**src/sv/assert_macros.svh**
```systemverilog
// assertion macros shared by the rtl files
// no dependencies; defines empty bodies when SYNTH is set
`ifndef ASSERT_MACROS_SVH
`define ASSERT_MACROS_SVH

`ifndef SYNTH

// property must hold at every clock edge outside reset
`define CDA_ASSERT(lbl, clk, rst, prop) \
  lbl: assert property (@(posedge clk) disable iff (rst) prop) \
    else $error("assertion failed");

// expression must never be true outside reset
`define CDA_NEVER(lbl, clk, rst, expr) \
  lbl: assert property (@(posedge clk) disable iff (rst) !(expr)) \
    else $error("forbidden condition seen");

`else

`define CDA_ASSERT(lbl, clk, rst, prop)
`define CDA_NEVER(lbl, clk, rst, expr)

`endif

`endif

```
**src/sv/cda_pkg.sv**
```systemverilog
// types, codes and calendar helper functions for the date adder
// no dependencies
package cda_pkg;

  // operation codes carried by func
  localparam logic [1:0] FUNC_LOAD   = 2'd0;
  localparam logic [1:0] FUNC_DAYS   = 2'd1;
  localparam logic [1:0] FUNC_MONTHS = 2'd2;
  localparam logic [1:0] FUNC_YEARS  = 2'd3;

  // shared divider geometry: quotient is (dividend * reciprocal) >> 26, exact
  // for any 17-bit dividend with these rounded-up reciprocals of 12 and 400
  localparam int unsigned DIV_W    = 17;
  localparam logic [22:0] RCP_MON  = 23'd5592406;
  localparam logic [22:0] RCP_YEAR = 23'd167773;

  // month index bias keeps the dividend positive: 12 * 4096 - 1
  localparam logic [DIV_W-1:0] MON_BIAS = 17'd49151;
  localparam logic [15:0]      Q_BIAS   = 16'd4096;

  // 32768 mod 400 correction for the offset-binary year
  localparam logic [9:0] R400_ADJ  = 10'd32;
  localparam logic [9:0] R400_MOD  = 10'd400;
  localparam logic [8:0] YEAR_DIV  = 9'd400;
  localparam logic [8:0] MON_DIV   = 9'd12;

  localparam logic [15:0] YEAR_BAD = 16'h8000;

  typedef struct packed {
    logic accept;
    logic div_year_load;
    logic div_step;
    logic mon_set;
    logic year_set;
    logic walk;
    logic clamp;
    logic sum;
    logic wday;
  } cmd_t;

  typedef struct packed {
    logic cur_ok;
    logic div_last;
    logic cnt_zero;
    logic year_cross;
  } stat_t;

  function automatic logic [4:0] month_len(input logic [7:0] m, input logic leap);
    logic [4:0] len;
    unique case (m)
      8'd2: len = leap ? 5'd29 : 5'd28;
      8'd4, 8'd6, 8'd9, 8'd11: len = 5'd30;
      default: len = 5'd31;
    endcase
    return len;
  endfunction

  // leap year from the floor remainder of the year by 400
  function automatic logic leap_of(input logic [8:0] r400);
    return (r400[1:0] == 2'd0) && (r400 != 9'd100) && (r400 != 9'd200) &&
           (r400 != 9'd300);
  endfunction

  // day of a march-based year on which the month starts
  function automatic logic [8:0] doy_of(input logic [7:0] m);
    logic [8:0] d;
    unique case (m)
      8'd3:  d = 9'd0;
      8'd4:  d = 9'd31;
      8'd5:  d = 9'd61;
      8'd6:  d = 9'd92;
      8'd7:  d = 9'd122;
      8'd8:  d = 9'd153;
      8'd9:  d = 9'd184;
      8'd10: d = 9'd214;
      8'd11: d = 9'd245;
      8'd12: d = 9'd275;
      8'd1:  d = 9'd306;
      8'd2:  d = 9'd337;
      default: d = 9'd0;
    endcase
    return d;
  endfunction

endpackage

```
**src/sv/calendar_date_adder_unit.sv**
```systemverilog
// top level of the gregorian date adder: controller, datapath, checks
// depends on cda_pkg, cda_ctrl, cda_dpath (which holds cda_div), assert_macros.svh
//
// The unit holds one date (signed year, month, day), which may be invalid; reset
// leaves year 0, month 0, day 0. A word is taken at a clock edge where start is
// high and busy is low; func picks load, add days, add months or add years. Every
// word gives exactly one result, shown for one cycle with done high; the receiver
// must take it then, since the unit has no way to hold it. busy stays high from
// the accepting edge through the done cycle, so the next word can be taken on the
// edge after done drops. What each operation does after the accepting edge:
//   load or add years: a two-step divide of the year by 400 for its leap
//     and weekday remainder
//   add months: two-step divide of the month index by 12, then the divide
//     by 400
//   add days to an invalid date: the amount is added straight onto the day
//   add days to a valid date: the day walk moves one day per cycle, pausing
//     after each year boundary while the divider recomputes the year's
//     remainder by 400
// The divider works by reciprocal multiplication and is shared by the month
// split and the leap/weekday remainder, so the walk of days is what sets the
// long cases.
`include "assert_macros.svh"

module calendar_date_adder_unit (
  input  logic               clk,
  input  logic               rst,
  input  logic               start,
  output logic               busy,
  input  logic [1:0]         func,
  input  logic signed [15:0] load_year,
  input  logic [7:0]         load_month,
  input  logic [7:0]         load_day,
  input  logic signed [15:0] amount,
  output logic               done,
  output logic signed [15:0] year_now,
  output logic [7:0]         month_now,
  output logic [7:0]         day_now,
  output logic               date_ok,
  output logic [2:0]         week_day
);

  // command and status between sequencer and datapath
  cda_pkg::cmd_t  cmd;
  cda_pkg::stat_t stat;

  // sequencer: one state per phase of an operation
  cda_ctrl u_ctrl (
    .clk   (clk),
    .rst   (rst),
    .start (start),
    .func  (func),
    .stat  (stat),
    .cmd   (cmd),
    .busy  (busy),
    .done  (done)
  );

  // datapath: date registers, day stepper, shared divider, weekday stages
  cda_dpath u_dpath (
    .clk        (clk),
    .rst        (rst),
    .cmd        (cmd),
    .stat       (stat),
    .func       (func),
    .load_year  (load_year),
    .load_month (load_month),
    .load_day   (load_day),
    .amount     (amount),
    .year_now   (year_now),
    .month_now  (month_now),
    .day_now    (day_now),
    .date_ok    (date_ok),
    .week_day   (week_day)
  );

  // result strobe only while an operation is in flight, then the unit frees up
  `CDA_ASSERT(a_done_busy, clk, rst, done |-> busy)
  `CDA_ASSERT(a_done_release, clk, rst, done |=> !busy)
  // weekday is zero exactly when the month is out of range
  `CDA_ASSERT(a_wday_month, clk, rst,
    done |-> ((week_day == 3'd0) == (month_now == 8'd0 || month_now > 8'd12)))
  // a valid date never reports day zero
  `CDA_NEVER(a_ok_day_zero, clk, rst, done && date_ok && day_now == 8'd0)

endmodule

```
**src/sv/cda_div.sv**
```systemverilog
// divider by 12 or 400: reciprocal multiply for the quotient, then the remainder
// depends on cda_pkg
module cda_div (
  input  logic                        clk,
  input  logic                        load,
  input  logic                        step,
  input  logic                        sel_year,
  input  logic [cda_pkg::DIV_W-1:0]   dividend,
  output logic [cda_pkg::DIV_W-1:0]   quot,
  output logic [8:0]                  rem,
  output logic                        last
);

  logic [cda_pkg::DIV_W-1:0] num;
  logic [8:0]                dsr;
  logic [22:0]               rcp;
  logic [cda_pkg::DIV_W-1:0] quo;
  logic [8:0]                part;
  logic                      q_ready;
  logic [39:0]               prod;
  logic [25:0]               qd;
  logic [cda_pkg::DIV_W-1:0] diff;

  // first step takes the quotient from the product, second the remainder
  assign prod = {23'd0, num} * {17'd0, rcp};
  assign qd   = {9'd0, quo} * {17'd0, dsr};
  assign diff = num - qd[16:0];

  always_ff @(posedge clk) begin
    if (load) begin
      num     <= dividend;
      dsr     <= sel_year ? cda_pkg::YEAR_DIV : cda_pkg::MON_DIV;
      rcp     <= sel_year ? cda_pkg::RCP_YEAR : cda_pkg::RCP_MON;
      q_ready <= 1'b0;
    end else if (step) begin
      if (!q_ready) begin
        quo     <= {3'd0, prod[39:26]};
        q_ready <= 1'b1;
      end else begin
        part <= diff[8:0];
      end
    end
  end

  assign quot = quo;
  assign rem  = part;
  assign last = q_ready;

endmodule

```
**src/sv/cda_ctrl.sv**
```systemverilog
// sequencer for the date adder: issues datapath commands per state
// depends on cda_pkg
module cda_ctrl (
  input  logic             clk,
  input  logic             rst,
  input  logic             start,
  input  logic [1:0]       func,
  input  cda_pkg::stat_t   stat,
  output cda_pkg::cmd_t    cmd,
  output logic             busy,
  output logic             done
);

  typedef enum logic [3:0] {
    S_IDLE, S_MDIV, S_MSET, S_YSTART, S_YDIV, S_YSET,
    S_CLAMP, S_WALK, S_SUM, S_WDAY, S_OUT
  } state_t;

  state_t state, state_next;
  logic   ret_walk, ret_walk_next;

  always_comb begin
    state_next    = state;
    ret_walk_next = ret_walk;
    cmd           = '0;
    unique case (state)
      S_IDLE: begin
        if (start) begin
          cmd.accept    = 1'b1;
          ret_walk_next = 1'b0;
          unique case (func)
            cda_pkg::FUNC_LOAD:   state_next = S_YSTART;
            cda_pkg::FUNC_DAYS:   state_next = stat.cur_ok ? S_WALK : S_SUM;
            cda_pkg::FUNC_MONTHS: state_next = S_MDIV;
            cda_pkg::FUNC_YEARS:  state_next = S_YSTART;
          endcase
        end
      end
      S_MDIV: begin
        cmd.div_step = 1'b1;
        if (stat.div_last) state_next = S_MSET;
      end
      S_MSET: begin
        cmd.mon_set = 1'b1;
        state_next  = S_YSTART;
      end
      S_YSTART: begin
        cmd.div_year_load = 1'b1;
        state_next        = S_YDIV;
      end
      S_YDIV: begin
        cmd.div_step = 1'b1;
        if (stat.div_last) state_next = S_YSET;
      end
      S_YSET: begin
        cmd.year_set = 1'b1;
        state_next   = ret_walk ? S_WALK : S_CLAMP;
      end
      S_CLAMP: begin
        cmd.clamp  = 1'b1;
        state_next = S_SUM;
      end
      S_WALK: begin
        if (stat.cnt_zero) begin
          state_next = S_SUM;
        end else begin
          cmd.walk = 1'b1;
          if (stat.year_cross) begin
            state_next    = S_YSTART;
            ret_walk_next = 1'b1;
          end
        end
      end
      S_SUM: begin
        cmd.sum    = 1'b1;
        state_next = S_WDAY;
      end
      S_WDAY: begin
        cmd.wday   = 1'b1;
        state_next = S_OUT;
      end
      S_OUT: state_next = S_IDLE;
      default: state_next = S_IDLE;
    endcase
  end

  always_ff @(posedge clk) begin
    if (rst) begin
      state    <= S_IDLE;
      ret_walk <= 1'b0;
      busy     <= 1'b0;
      done     <= 1'b0;
    end else begin
      state    <= state_next;
      ret_walk <= ret_walk_next;
      busy     <= (state_next != S_IDLE);
      done     <= (state_next == S_OUT);
    end
  end

endmodule

```
**src/sv/cda_dpath.sv**
```systemverilog
// date registers, day stepper, month/year update and weekday logic
// depends on cda_pkg and cda_div
module cda_dpath (
  input  logic               clk,
  input  logic               rst,
  input  cda_pkg::cmd_t      cmd,
  output cda_pkg::stat_t     stat,
  input  logic [1:0]         func,
  input  logic signed [15:0] load_year,
  input  logic [7:0]         load_month,
  input  logic [7:0]         load_day,
  input  logic signed [15:0] amount,
  output logic signed [15:0] year_now,
  output logic [7:0]         month_now,
  output logic [7:0]         day_now,
  output logic               date_ok,
  output logic [2:0]         week_day
);

  logic [15:0] year;
  logic [7:0]  month, day;
  logic [8:0]  r400;
  logic [15:0] cnt;
  logic        back, clamp_en, mon_ok;
  logic [10:0] wsum;

  logic                       leap, year_ok, month_ok;
  logic [4:0]                 len_cur, len_prev;
  logic [7:0]                 day_inc, day_dec, mon_prev, mon_nxt;
  logic                       fwd_ok, bwd_ok;
  logic                       div_load;
  logic [cda_pkg::DIV_W-1:0]  dividend, quot;
  logic [8:0]                 rem;
  logic                       div_last;
  logic [9:0]                 rsum;
  logic [8:0]                 yoe;
  logic [1:0]                 cent;
  logic [10:0]                s_all;
  logic [4:0]                 fold1;
  logic [3:0]                 fold2;
  logic [2:0]                 wmod;

  assign leap     = cda_pkg::leap_of(r400);
  assign year_ok  = (year != cda_pkg::YEAR_BAD);
  assign month_ok = (month >= 8'd1) && (month <= 8'd12);
  assign len_cur  = cda_pkg::month_len(month, leap);
  assign mon_prev = (month == 8'd1) ? 8'd12 : month - 8'd1;
  assign mon_nxt  = (month == 8'd12) ? 8'd1 : month + 8'd1;
  assign len_prev = cda_pkg::month_len(mon_prev, leap);
  assign day_inc  = day + 8'd1;
  assign day_dec  = day - 8'd1;
  assign fwd_ok   = year_ok && (day_inc != 8'd0) && (day_inc <= {3'd0, len_cur});
  assign bwd_ok   = year_ok && (day_dec != 8'd0) && (day_dec <= {3'd0, len_cur});

  assign stat.cur_ok     = year_ok && month_ok && (day != 8'd0) &&
                           (day <= {3'd0, len_cur});
  assign stat.cnt_zero   = (cnt == 16'd0);
  assign stat.year_cross = back ? (!bwd_ok && month == 8'd1) :
                                  (!fwd_ok && month == 8'd12);
  assign stat.div_last   = div_last;

  // months path divides the biased month index, otherwise the offset-binary year
  assign div_load = (cmd.accept && func == cda_pkg::FUNC_MONTHS) || cmd.div_year_load;
  assign dividend = cmd.div_year_load ? {1'b0, ~year[15], year[14:0]} :
                    17'(17'(month) + {amount[15], amount} + cda_pkg::MON_BIAS);

  cda_div u_div (
    .clk      (clk),
    .load     (div_load),
    .step     (cmd.div_step),
    .sel_year (cmd.div_year_load),
    .dividend (dividend),
    .quot     (quot),
    .rem      (rem),
    .last     (div_last)
  );

  assign rsum = {1'b0, rem} + cda_pkg::R400_ADJ;

  // weekday: days since a march-based era, mod 7
  always_comb begin
    if (month <= 8'd2) begin
      yoe = (r400 == 9'd0) ? 9'd399 : r400 - 9'd1;
    end else begin
      yoe = r400;
    end
    if (yoe >= 9'd300) begin
      cent = 2'd3;
    end else if (yoe >= 9'd200) begin
      cent = 2'd2;
    end else if (yoe >= 9'd100) begin
      cent = 2'd1;
    end else begin
      cent = 2'd0;
    end
    s_all = 11'(yoe) + 11'(yoe[8:2]) - 11'(cent) + 11'(cda_pkg::doy_of(month)) +
            11'(day) + 11'd9;
  end

  // 8 is 1 mod 7, so octal digits sum to the same residue
  assign fold1 = 5'(wsum[2:0]) + 5'(wsum[5:3]) + 5'(wsum[8:6]) + 5'(wsum[10:9]);
  assign fold2 = 4'(fold1[2:0]) + 4'(fold1[4:3]);
  assign wmod  = (fold2 >= 4'd7) ? 3'(fold2 - 4'd7) : fold2[2:0];

  always_ff @(posedge clk) begin
    if (rst) begin
      year  <= '0;
      month <= '0;
      day   <= '0;
      r400  <= '0;
    end else begin
      if (cmd.accept) begin
        unique case (func)
          cda_pkg::FUNC_LOAD: begin
            year  <= load_year;
            month <= load_month;
            day   <= load_day;
          end
          cda_pkg::FUNC_DAYS: begin
            if (!stat.cur_ok) day <= day + amount[7:0];
          end
          cda_pkg::FUNC_MONTHS: ;
          cda_pkg::FUNC_YEARS: year <= year + amount;
        endcase
      end
      if (cmd.mon_set) begin
        month <= 8'(rem) + 8'd1;
        year  <= year + (quot[15:0] - cda_pkg::Q_BIAS);
      end
      if (cmd.year_set) begin
        r400 <= (rsum >= cda_pkg::R400_MOD) ? 9'(rsum - cda_pkg::R400_MOD) : rsum[8:0];
      end
      if (cmd.clamp && clamp_en && day > {3'd0, len_cur}) begin
        day <= {3'd0, len_cur};
      end
      if (cmd.walk) begin
        if (back) begin
          if (bwd_ok) begin
            day <= day_dec;
          end else begin
            month <= mon_prev;
            day   <= {3'd0, len_prev};
            if (month == 8'd1) year <= year - 16'd1;
          end
        end else begin
          if (fwd_ok) begin
            day <= day_inc;
          end else begin
            month <= mon_nxt;
            day   <= 8'd1;
            if (month == 8'd12) year <= year + 16'd1;
          end
        end
      end
    end
  end

  // per-item working registers
  always_ff @(posedge clk) begin
    if (cmd.accept) begin
      back     <= amount[15];
      cnt      <= amount[15] ? (~amount + 16'd1) : amount;
      clamp_en <= stat.cur_ok &&
                  (func == cda_pkg::FUNC_MONTHS || func == cda_pkg::FUNC_YEARS);
    end else if (cmd.walk) begin
      cnt <= cnt - 16'd1;
    end
    if (cmd.sum) begin
      wsum    <= s_all;
      mon_ok  <= month_ok;
      date_ok <= stat.cur_ok;
    end
    if (cmd.wday) begin
      week_day <= mon_ok ? wmod + 3'd1 : 3'd0;
    end
  end

  assign year_now  = year;
  assign month_now = month;
  assign day_now   = day;

endmodule

```
**config.mk**
```make
export PLATFORM = sky130hd
export DESIGN_NAME = calendar_date_adder_unit
export DESIGN_NICKNAME = d
export VERILOG_FILES = /design/src/sv/cda_pkg.sv /design/src/sv/calendar_date_adder_unit.sv /design/src/sv/cda_div.sv /design/src/sv/cda_ctrl.sv /design/src/sv/cda_dpath.sv
export VERILOG_INCLUDE_DIRS = /design/src /design/src/sv
export SDC_FILE = /design/constraint.sdc
export NUM_CORES = 1
export LEC_CHECK = 0
export BUFFER_PORTS_ARGS = -buffer_cell sky130_fd_sc_hd__buf_2
export CORE_MARGIN = 2
export CORE_UTILIZATION = 47
export CTS_CLUSTER_SIZE = 28
export DETAILED_ROUTE_END_ITERATION = 16
export GPL_ROUTABILITY_DRIVEN = 0
export HOLD_SLACK_MARGIN = 0.03
export SYNTH_ARGS = -nofsm -noshare
export SYNTH_HDL_FRONTEND = slang
export SYNTH_SLANG_ARGS = --single-unit
```
**constraint.sdc**
```tcl
create_clock -name clk -period 11.5 [get_ports clk]
set_clock_uncertainty 0.05 [all_clocks]
set_input_delay 0 -clock clk [delete_from_list [all_inputs] [get_ports clk]]
set_output_delay 0 -clock clk [all_outputs]
set_load 0.01 [all_outputs]
```
Yosys cells after proc, flatten, opt, wreduce, memory -nomap -nowiden
Memory sizes are Yosys's and may differ from the RTL's. A register that Yosys moved wholly into a read port is not among the register bits.
Cells that the tools add are included.
- $add $sub $neg: 30
- $mul: 2
- order comparisons: 12
- equality and inequality tests: 33
- muxes and demuxes: 69
- bitwise logic cells: 4
- reduce and logical (&&, ||, !) cells: 43
- operators with widths (cell ; count):
    16-bit two-way mux ; 12
    8-bit two-way mux ; 16
    9-bit two-way mux ; 5
    8-bit by 4-bit == test with 1-bit output, second input constant ; 5
    17-bit by 23-bit multiplier with 40-bit output ; 1
    4-bit one-hot mux with 10 select lines ; 1
    16-bit by 1-bit adder with 16-bit output, second input constant ; 2
    16-bit adder ; 2
    8-bit by 3-bit == test with 1-bit output, second input constant ; 4
    16-bit one-hot mux with 2 select lines ; 1
    16-bit by 1-bit subtractor with 16-bit output, second input constant ; 2
    4-bit two-way mux ; 7
    8-bit by 1-bit adder with 8-bit output, second input constant ; 3
    8-bit by 5-bit <= comparator with 1-bit output ; 3
    8-bit nonzero test ; 3
    23-bit two-way mux ; 1
    5-bit one-hot mux with 2 select lines ; 2
    1-bit two-way mux ; 18
    17-bit by 16-bit adder with 17-bit output, second input constant ; 1
    9-bit by 16-bit adder with 17-bit output ; 1
    1-bit logical AND ; 17
    4-bit by 3-bit == test with 1-bit output, second input constant ; 4
    8-bit by 2-bit == test with 1-bit output, second input constant ; 2
    16-bit logical NOT ; 1
    59 further kinds ; 79
- register bits: 155
- ROM bits: 144
- bits of input ports: 53
- output and inout bits: 38
- memories kept: 1
- memory list (name ; depth ; width ; read ports ; clocked after Yosys merged registers in ; write ports ; RTL line ; source):
    (name not given) ; 16 ; 9 ; 1 ; 1 ; 0 ; cda_pkg.sv:67 ; unique case (m)

Logic depth before layout (Yosys ltp)
Gate-level depths: netlist of the first run.
- word-level depth: 15
- mapped depth: 26
- gate-level depth less buffers: 25

Hierarchy
From an unflattened synthesis of the first run, not the netlist that was laid out.
- cell total of the unflattened synthesis: 2592
- area total of the unflattened synthesis: 22854.4 um^2
- modules (own cells, without submodules) (module ; times used ; cells an instance ; area each (um^2) ; seq. area each (um^2)):
    cda_dpath ; 1 ; 1441 ; 11224.5 ; 2021.9
    cda_div ; 1 ; 1084 ; 11089.4 ; 1281.2
    cda_ctrl ; 1 ; 67 ; 540.5 ; 140.1

Worst setup path before layout of the first run
OpenSTA, ideal clock, no wires.
- kind: register -> register
- start point: register u_dpath.u_div.dsr[3] (netlist name)
- end point: register u_dpath.u_div.quo, in the netlist u_dpath.u_div.quot[13] (data pin)
- arrival time: 6.473 ns
- data required time: 11.190 ns
- slack: 4.717 ns
- stages on the path, launching flop included: 24
- path buffers: 1
- cells stage by stage: edfxtp_1 -> clkbuf_1 -> nand2_1 -> inv_1 -> fa_1 -> inv_1 -> fa_1 -> inv_1 -> fa_1 -> fa_1 -> fa_1 -> inv_1 -> fa_1 -> inv_1 -> ha_1 -> nand4_1 -> or4_1 -> o31a_1 -> o31ai_2 -> a211oi_1 -> o31ai_1 -> a21oi_1 -> o21bai_1 -> xnor2_1
- RTL lines (what ; RTL line ; source):
    end signal: assignment ; cda_div.sv:37 ; quo <= {3'd0, prod[39:26]};
    end: declaration ; cda_div.sv:17 ; logic [cda_pkg::DIV_W-1:0] quo;

==> metrics.md, run 1 <==
| Metric | Value |
|---|---|
| Status | finished clean |
| Area leader, netlist | fa_1 |
| Max-slew violations | 0 |
| Finished Cell Area | 23690 um2 |
| Ys Warns | 0 |
| Total Negative Setup Slacks | 0 ns |
| Final Setup Violations | 0 |
| Starting Density | 47.36% |
| Worst Tran Pin Value | 1.197 ns |
| Final WS setup | 3.714 ns |
| Ys async rst share | 0% |
| Vias in the first global route | 17760 |
| CP max stage cell | edfxtp_1 |
| Cts repair resizes | 0 |
| Setup CP Type | reg -> reg |
| GR Overflow Total | 0 |
| Rel. slew slack | 19.88% |
| Synth Cell Area | 21910 um2 |
| Hold Slack | 0.05213 ns |
| Max Cap Viol | 0 |
| Max incr delay on CP | 0.86 ns |
| Post-DP HPWL | around 50000 um |
| DR vias | 17590 |
| Most used DFF post-synth | edfxtp_1 |
| Crit path cell chain | nand2_1 -> xnor2_1 -> ha_1 -> inv_1 -> fa_1 -> inv_1 -> fa_1 -> fa_1 -> fa_1 -> inv_1 -> fa_1 -> inv_1 -> ha_1 -> nand2_1 -> or4_1 -> o31a_1 -> o31ai_2 -> a211oi_1 -> o31ai_1 -> a21oi_1 -> o21bai_1 -> xnor2_1 |
| I/O pin count | 91 |
| Tmin final | around 8 ns |
| Initial DRC count | around 1100 |
| DR vias/cell | 5.570 |
| Number of I/O port buffers | 90 |
| Reg area | about 3400 um2 |
| Post-CTS Hold Fix Bufs | 17 |
| Clk buf depth | 2 |
| Fill cells | 4363 |
| Area growth syn-to-layout | 8.115% |
| Rows | 79 |
| Initial antenna violation count | 1 |
| CP Capture Type | flop |
| Die Wd | 219.9 um |
| Postcts setup bufs | 0 |
| CTS tree | yes |
| FF+latch count, synth | around 130 |
| Endpoints failing hold | 0 |
| Synthesized Nets | 3090 |
| Leading cell types by total area after synthesis | fa_1 (22%), ha_1 (19%), edfxtp_1 (10%) |
| Worst Setup Start Kind | flop |
| Post-route ant nets | 0 |
| Post-synth cell types | 92 |
| Sequential share of the synthesized area | 15.72% |
| Die Y | 219.9 um |
| Multi-input logic area | 16310 um2 |
| DRT Pass-1 Iters | 5 |
| TritonCTS Buffers | 17 |
| DRT Wirelength | 58780 um |
| Cell family with most CP delay | adder cells |
| Post-synthesis cell count | 2476 |
| Maximum clock rate | 128.4 MHz |
| Clock-pin slew on the worst setup and hold paths | 0.07 ns |
| First-pass GRT wire length | 95260 um |
| Tot GR Track Use | 25.29% |
| Syn Area/Cell | 8.849 um2 |
| CP arrival | between 7 and 8 ns |
| # clock sinks | 134 |
| Largest net degree at the start of global routing | 49 |
| DRC violation count after routing | 0 |
| CP Max Fanout | 24 |
| Reg2reg setup slack | 3.71 ns |
| Routed wire length per instance | around 19 um |
| # diodes | 0 |
| Cell mode on critical path | fa_1 |
| CTS HTree Levels | 4 |
| Cell Area, Placed | 22910 um2 |
| RSZ-0062 raised after global routing | false |
| Critical Path RT | 11.65 ns |
| Post-place setup slack | 3.734 ns |
| Skew-Pair Late Insertion Delay | 0.45 ns |
| Fin crit share | 67.71% |
| Min-delay worst type | in -> reg |
| Root buf cell | clkbuf_16 |
| Die area | 48360 um2 |
| Post-synth top area share | ~22% |
| Core ar. | 46260 um2 |
| EDFF count, synth | 76 |
| Fin nets | 3151 |
| CP Buf/Inv Count | 4 |
| Share of cells above drive strength 1 | 6.863% |
-- sequential cells by signal (all words and copies together), names as in the netlist, named ones only --
signal and cells:
u_dpath.date_ok 1, u_dpath.back 1, u_dpath.u_div.num 17, u_dpath.year_now 16, u_ctrl.state 4, u_dpath.mon_ok 1, u_dpath.u_div.rem 9, u_dpath.u_div.last 1
u_dpath.u_div.dsr 2, u_dpath.month_now 8, u_ctrl.ret_walk 1, u_dpath.wsum 11, u_ctrl.busy 1, u_dpath.day_now 8, u_dpath.week_day 3, u_dpath.cnt 16
u_dpath.r400 9, u_dpath.clamp_en 1, u_dpath.u_div.quot 14, u_ctrl.done 1
-- cell usage in the layout (no fill, tap or decap), types with 12 or more instances in the layout --
cell type,n
buf_4,19
ha_1,324
xor2_1,39
nor2_1,121
nor3_1,56
clkbuf_16,19
nand2b_1,20
nand4_1,15
mux2i_1,13
a31oi_1,17
a21o_1,25
o21ai_0,86
xnor2_1,116
o21bai_1,12
fa_1,237
and2_1,33
a21oi_1,127
o22ai_1,23
and3_1,17
nand3_1,54
buf_2,90
o31ai_1,18
nand2_1,177
edfxtp_1,76
a211oi_1,22
nor2b_1,18
inv_1,480
a221oi_1,21
dlygate4sd3_1,17
dfxtp_1,58
or3_1,17
-- final timing paths --
check / startpoint / endpoint / depth (start not counted)
max: u_dpath.u_div.dsr[3]$_DFFE_PP_ / u_dpath.u_div.quot[13]$_DFFE_PP_ / 22
min: start / u_ctrl.ret_walk$_SDFFE_PP0P_ / 5
max reg2reg: u_dpath.u_div.dsr[3]$_DFFE_PP_ / u_dpath.u_div.quot[13]$_DFFE_PP_ / 22
min reg2reg: u_ctrl.ret_walk$_SDFFE_PP0P_ / u_ctrl.ret_walk$_SDFFE_PP0P_ / 2
-- per-stage QoR --
step | util (%) | std cells
floorplan | - | 2476
global placement | 49.53 | 3108
detailed placement | 49.53 | 3108
CTS | 51.21 | 3157
global route | 51.21 | 3157
finish | 51.21 | 3157
-- synth_stat cells, drive strengths merged (17+ instances only) --
library cell  number
a211oi            22
a21o              25
a21oi            128
a221oi            21
a31oi             17
and2              33
and3              17
buf               19
clkbuf            65
dfxtp             58
edfxtp            76
fa               237
ha               324
inv              482
nand2            177
nand2b            20
nand3             55
nor2             121
nor2b             18
nor3              60
o21ai             90
o22ai             23
o31ai             19
or3               17
xnor2            116
xor2              39
-- cell families after synthesis --
kind of cell | share of synthesized area (%)
compound gates | 14.50
xor+xnor | 6.196
fa+ha+maj | 40.16
buf+inv | 9.862
flops | 15.72
mux | 0.7995
simple gates | 12.77
-- tightest hold or removal path: cells and delay by family --
kind	cells	cell delay [ns]
buffers and inverters	2	0.30
AO/OA/AOI/OAI	1	0.06
AND/OR/NAND/NOR	2	0.15
-- routing by layer --
| metal | part of all wire (%) | GRT usage (%) |
|---|---|---|
| met5 | 0.031 | 0 |
| met4 | 2.6 | 7.808 |
| met3 | 5.6 | 4.044 |
| met2 | 47 | 41.84 |
| met1 | 45 | 33.92 |
-- area by class of cell --
type	count	area share, %
Tap cell	607	3.206
Sequential cell	134	14.54
Inverter	483	7.654
Timing Repair Buffer	126	3.222
Clock inverter	12	0.4807
Multi-Input combinational cell	1775	68.84
Clock buffer	20	2.065
Power of run 1 is left out: the tool's default activity adds up to more than one toggle a clock period on the data nets, which glitch-free logic cannot reach.
==> inputs of run 2 (changes only) <==
- clock period: 11.5 -> 8 ns (I/O delays scaled with it)
==> run 2 against run 1 <==
  * Final area is essentially flat
  * Utilization barely moved
  * Maximum frequency grew 2.9%
  * Critical path depth unchanged
  * Non-clock buffer count increased by 4
  * Wire length increased by 1.1%
  * Count of clock-buffer cells in the layout grew 2
  * Register-to-register slack got worse by 3.3 ns
  * Global-route usage increased by 0.063 points
  * First-iteration DRC count shrank 3.7%
  * Critical path type unchanged
  * Largest cell class unchanged
  * Highest routed layer is now met4
==> metrics.md, run 2 (same netlist as run 1, synthesis figures left out) <==
| Metric | Value |
|---|---|
| Post-route ant nets | 0 (unchanged) |
| Die area | 48360 um2 (unchanged) |
| Cts repair resizes | 0 (unchanged) |
| CP Max Fanout | 13 (-46%) |
| Core ar. | 46260 um2 (unchanged) |
| Vias in the first global route | 17560 (-1.1%) |
| Fin nets | 3155 (+0.13%) |
| Worst Setup Start Kind | flop |
| Share of cells above drive strength 1 | 7.009% (+0.15 points) |
| Rel. slew slack | 19.88% (about the same) |
| Crit path cell chain | nand2_1 -> xnor2_1 -> ha_1 -> inv_1 -> fa_1 -> inv_1 -> fa_1 -> fa_1 -> fa_1 -> inv_1 -> fa_1 -> inv_1 -> ha_1 -> nand2_1 -> or4_1 -> o31a_1 -> o31ai_2 -> a211oi_1 -> o31ai_1 -> a21oi_1 -> o21bai_1 -> xnor2_1 |
| DR vias/cell | 5.579 (+0.16%) |
| Post-DP HPWL | 49180 um (+1.3%) |
| Total Negative Setup Slacks | 0 ns (unchanged) |
| Starting Density | 47.36% (unchanged) |
| Clock-pin slew on the worst setup and hold paths | 0.06 ns (about the same) |
| Clk buf depth | 2 (unchanged) |
| DRC violation count after routing | 0 (unchanged) |
| Rows | 79 (unchanged) |
| Min-delay worst type | in -> reg |
| Initial antenna violation count | 0 (-1) |
| CTS HTree Levels | 4 (unchanged) |
| # clock sinks | 134 (unchanged) |
| Die Y | 219.9 um (unchanged) |
| Tot GR Track Use | 25.35% (+0.063 points) |
| DR vias | 17640 (+0.28%) |
| Largest net degree at the start of global routing | 49 (unchanged) |
| Max-slew violations | 0 (unchanged) |
| Fill cells | 4417 (+1.2%) |
| # diodes | 0 (unchanged) |
| Cell mode on critical path | fa_1 |
| First-pass GRT wire length | 94800 um (-0.48%) |
| Largest register by flop count | u_dpath.u_div.num |
| Fin crit share | 94.62% (+27 points) |
| Die Wd | 219.9 um (unchanged) |
| Initial DRC count | 1095 (-3.7%) |
| Commonest non-fill, non-tap cell in the layout | inv_1 |
| DRT Wirelength | 59420 um (+1.1%) |
| Tmin final | 7.570 ns (-0.2167 ns) |
| Max incr delay on CP | 0.64 ns (-0.22 ns) |
| Worst Tran Pin Value | 1.197 ns (+0.00009513 ns) |
| Routing usage on met2 | 42.39% (+0.55 points) |
| DRT Pass-1 Iters | 5 (unchanged) |
| CP arrival | 7.71 ns (-0.22 ns) |
| GR Util met3 | 3.202% (-0.84 points) |
| Skew-Pair Late Insertion Delay | 0.45 ns (about the same) |
| CP Capture Type | flop |
| GR Overflow Total | 0 (unchanged) |
| CTS tree | yes |
| Status | finished clean |
| Routing usage on met1 | 33.97% (+0.057 points) |
| Final Setup Violations | 0 (unchanged) |
| TritonCTS Buffers | 17 (unchanged) |
| Global route hottest layer | met2 |
| Area growth syn-to-layout | 8.109% (about the same) |
| I/O pin count | 91 (unchanged) |
| RSZ-0062 raised after global routing | false |
| Max reg flops | 17 (unchanged) |
| Routed wire length per instance | 18.80 um (+0.96%) |
| Max Cap Viol | 0 (unchanged) |
| Most frequent cells in the layout | inv_1 (480), ha_1 (324), fa_1 (237) |
| Root buf cell | clkbuf_16 |
| CP max stage cell | edfxtp_1 |
| Endpoints failing hold | 0 (unchanged) |
| Maximum clock rate | 132.1 MHz (+2.9%) |
| Critical Path RT | 8.14 ns (-3.51 ns) |
| Setup CP Type | reg -> reg |
| Number of I/O port buffers | 90 (unchanged) |
run 2: changes by cell type in the layout (fill, tap and decap cells not counted), moves of 2 or more:
cell           delta
dlygate4sd3_1     -2
clkbuf_1          +2
buf_4             +6
clkinvlp_4        -2
clkinv_2          +2
run 2: path summary, 6_finish.rpt:
kind                                                     start  cells past startpoint                               end  slack, ns
worst min register to register    u_ctrl.ret_walk$_SDFFE_PP0P_                      2      u_ctrl.ret_walk$_SDFFE_PP0P_       0.44
worst max register to register  u_dpath.u_div.dsr[3]$_DFFE_PP_                     22  u_dpath.u_div.quot[13]$_DFFE_PP_       0.43
worst min-delay path                               load_day[4]                      4   u_dpath.day_now[4]$_SDFFE_PP0P_       0.06
worst max-delay path            u_dpath.u_div.dsr[3]$_DFFE_PP_                     22  u_dpath.u_div.quot[13]$_DFFE_PP_       0.43
run 2: timing repair:
| item | in CTS | in global routing |
|---|---|---|
| setup buffers | 0 | 3 |
| hold buffers | 15 | 0 |
| hold endpoints to repair | 15 | 0 |
| setup endpoints to repair | 0 | 2 |
run 2: metal layers:
metal	up-vias	wire, um
li1	8465	-
met1	8540	26240
met4	0	1672
met2	538	28280
met5	-	0
met3	93	3225
run 2: worst max-delay path, delay by kind of cell, from the launching register on:
family          cells  cell delay (ns)
fa+ha+maj           7             3.23
compound gates      6             1.69
simple gates        3             0.78
xor+xnor            2             0.70
flops               1             0.64
buf+inv             4             0.22
run 2: layout make-up:
cell class / instances / area (um2) / share of cell area (%)
multi-input cells: 1775 / 16310 / 68.84
flip-flops and latches: 134 / 3443 / 14.54
inverters: 483 / 1813 / 7.654
repair buffers: 130 / 788.3 / 3.328
well taps: 607 / 759.5 / 3.206
clock buffers: 22 / 485.5 / 2.050
clock inverters: 10 / 91.34 / 0.3856
run 2: per-stage QoR:
step | worst slack, ns | hold slack (ns) | instances | utilization [%] | cell area [um2]
3_3_place_gp | 0.1857 | 0.2861 | 3111 | 49.58 | 22940
3_5_place_dp | 0.1665 | 0.2792 | 3111 | 49.58 | 22940
2_1_floorplan | 1.217 | 0.04887 | 2476 | - | 21910
6_report | 0.4302 | 0.06155 | 3161 | 51.20 | 23690
5_1_grt | 0.04583 | 0.07124 | 3161 | 51.20 | 23690
4_1_cts | 0.09266 | 0.03225 | 3158 | 51.15 | 23660
Power of run 2 is left out for the same reason.
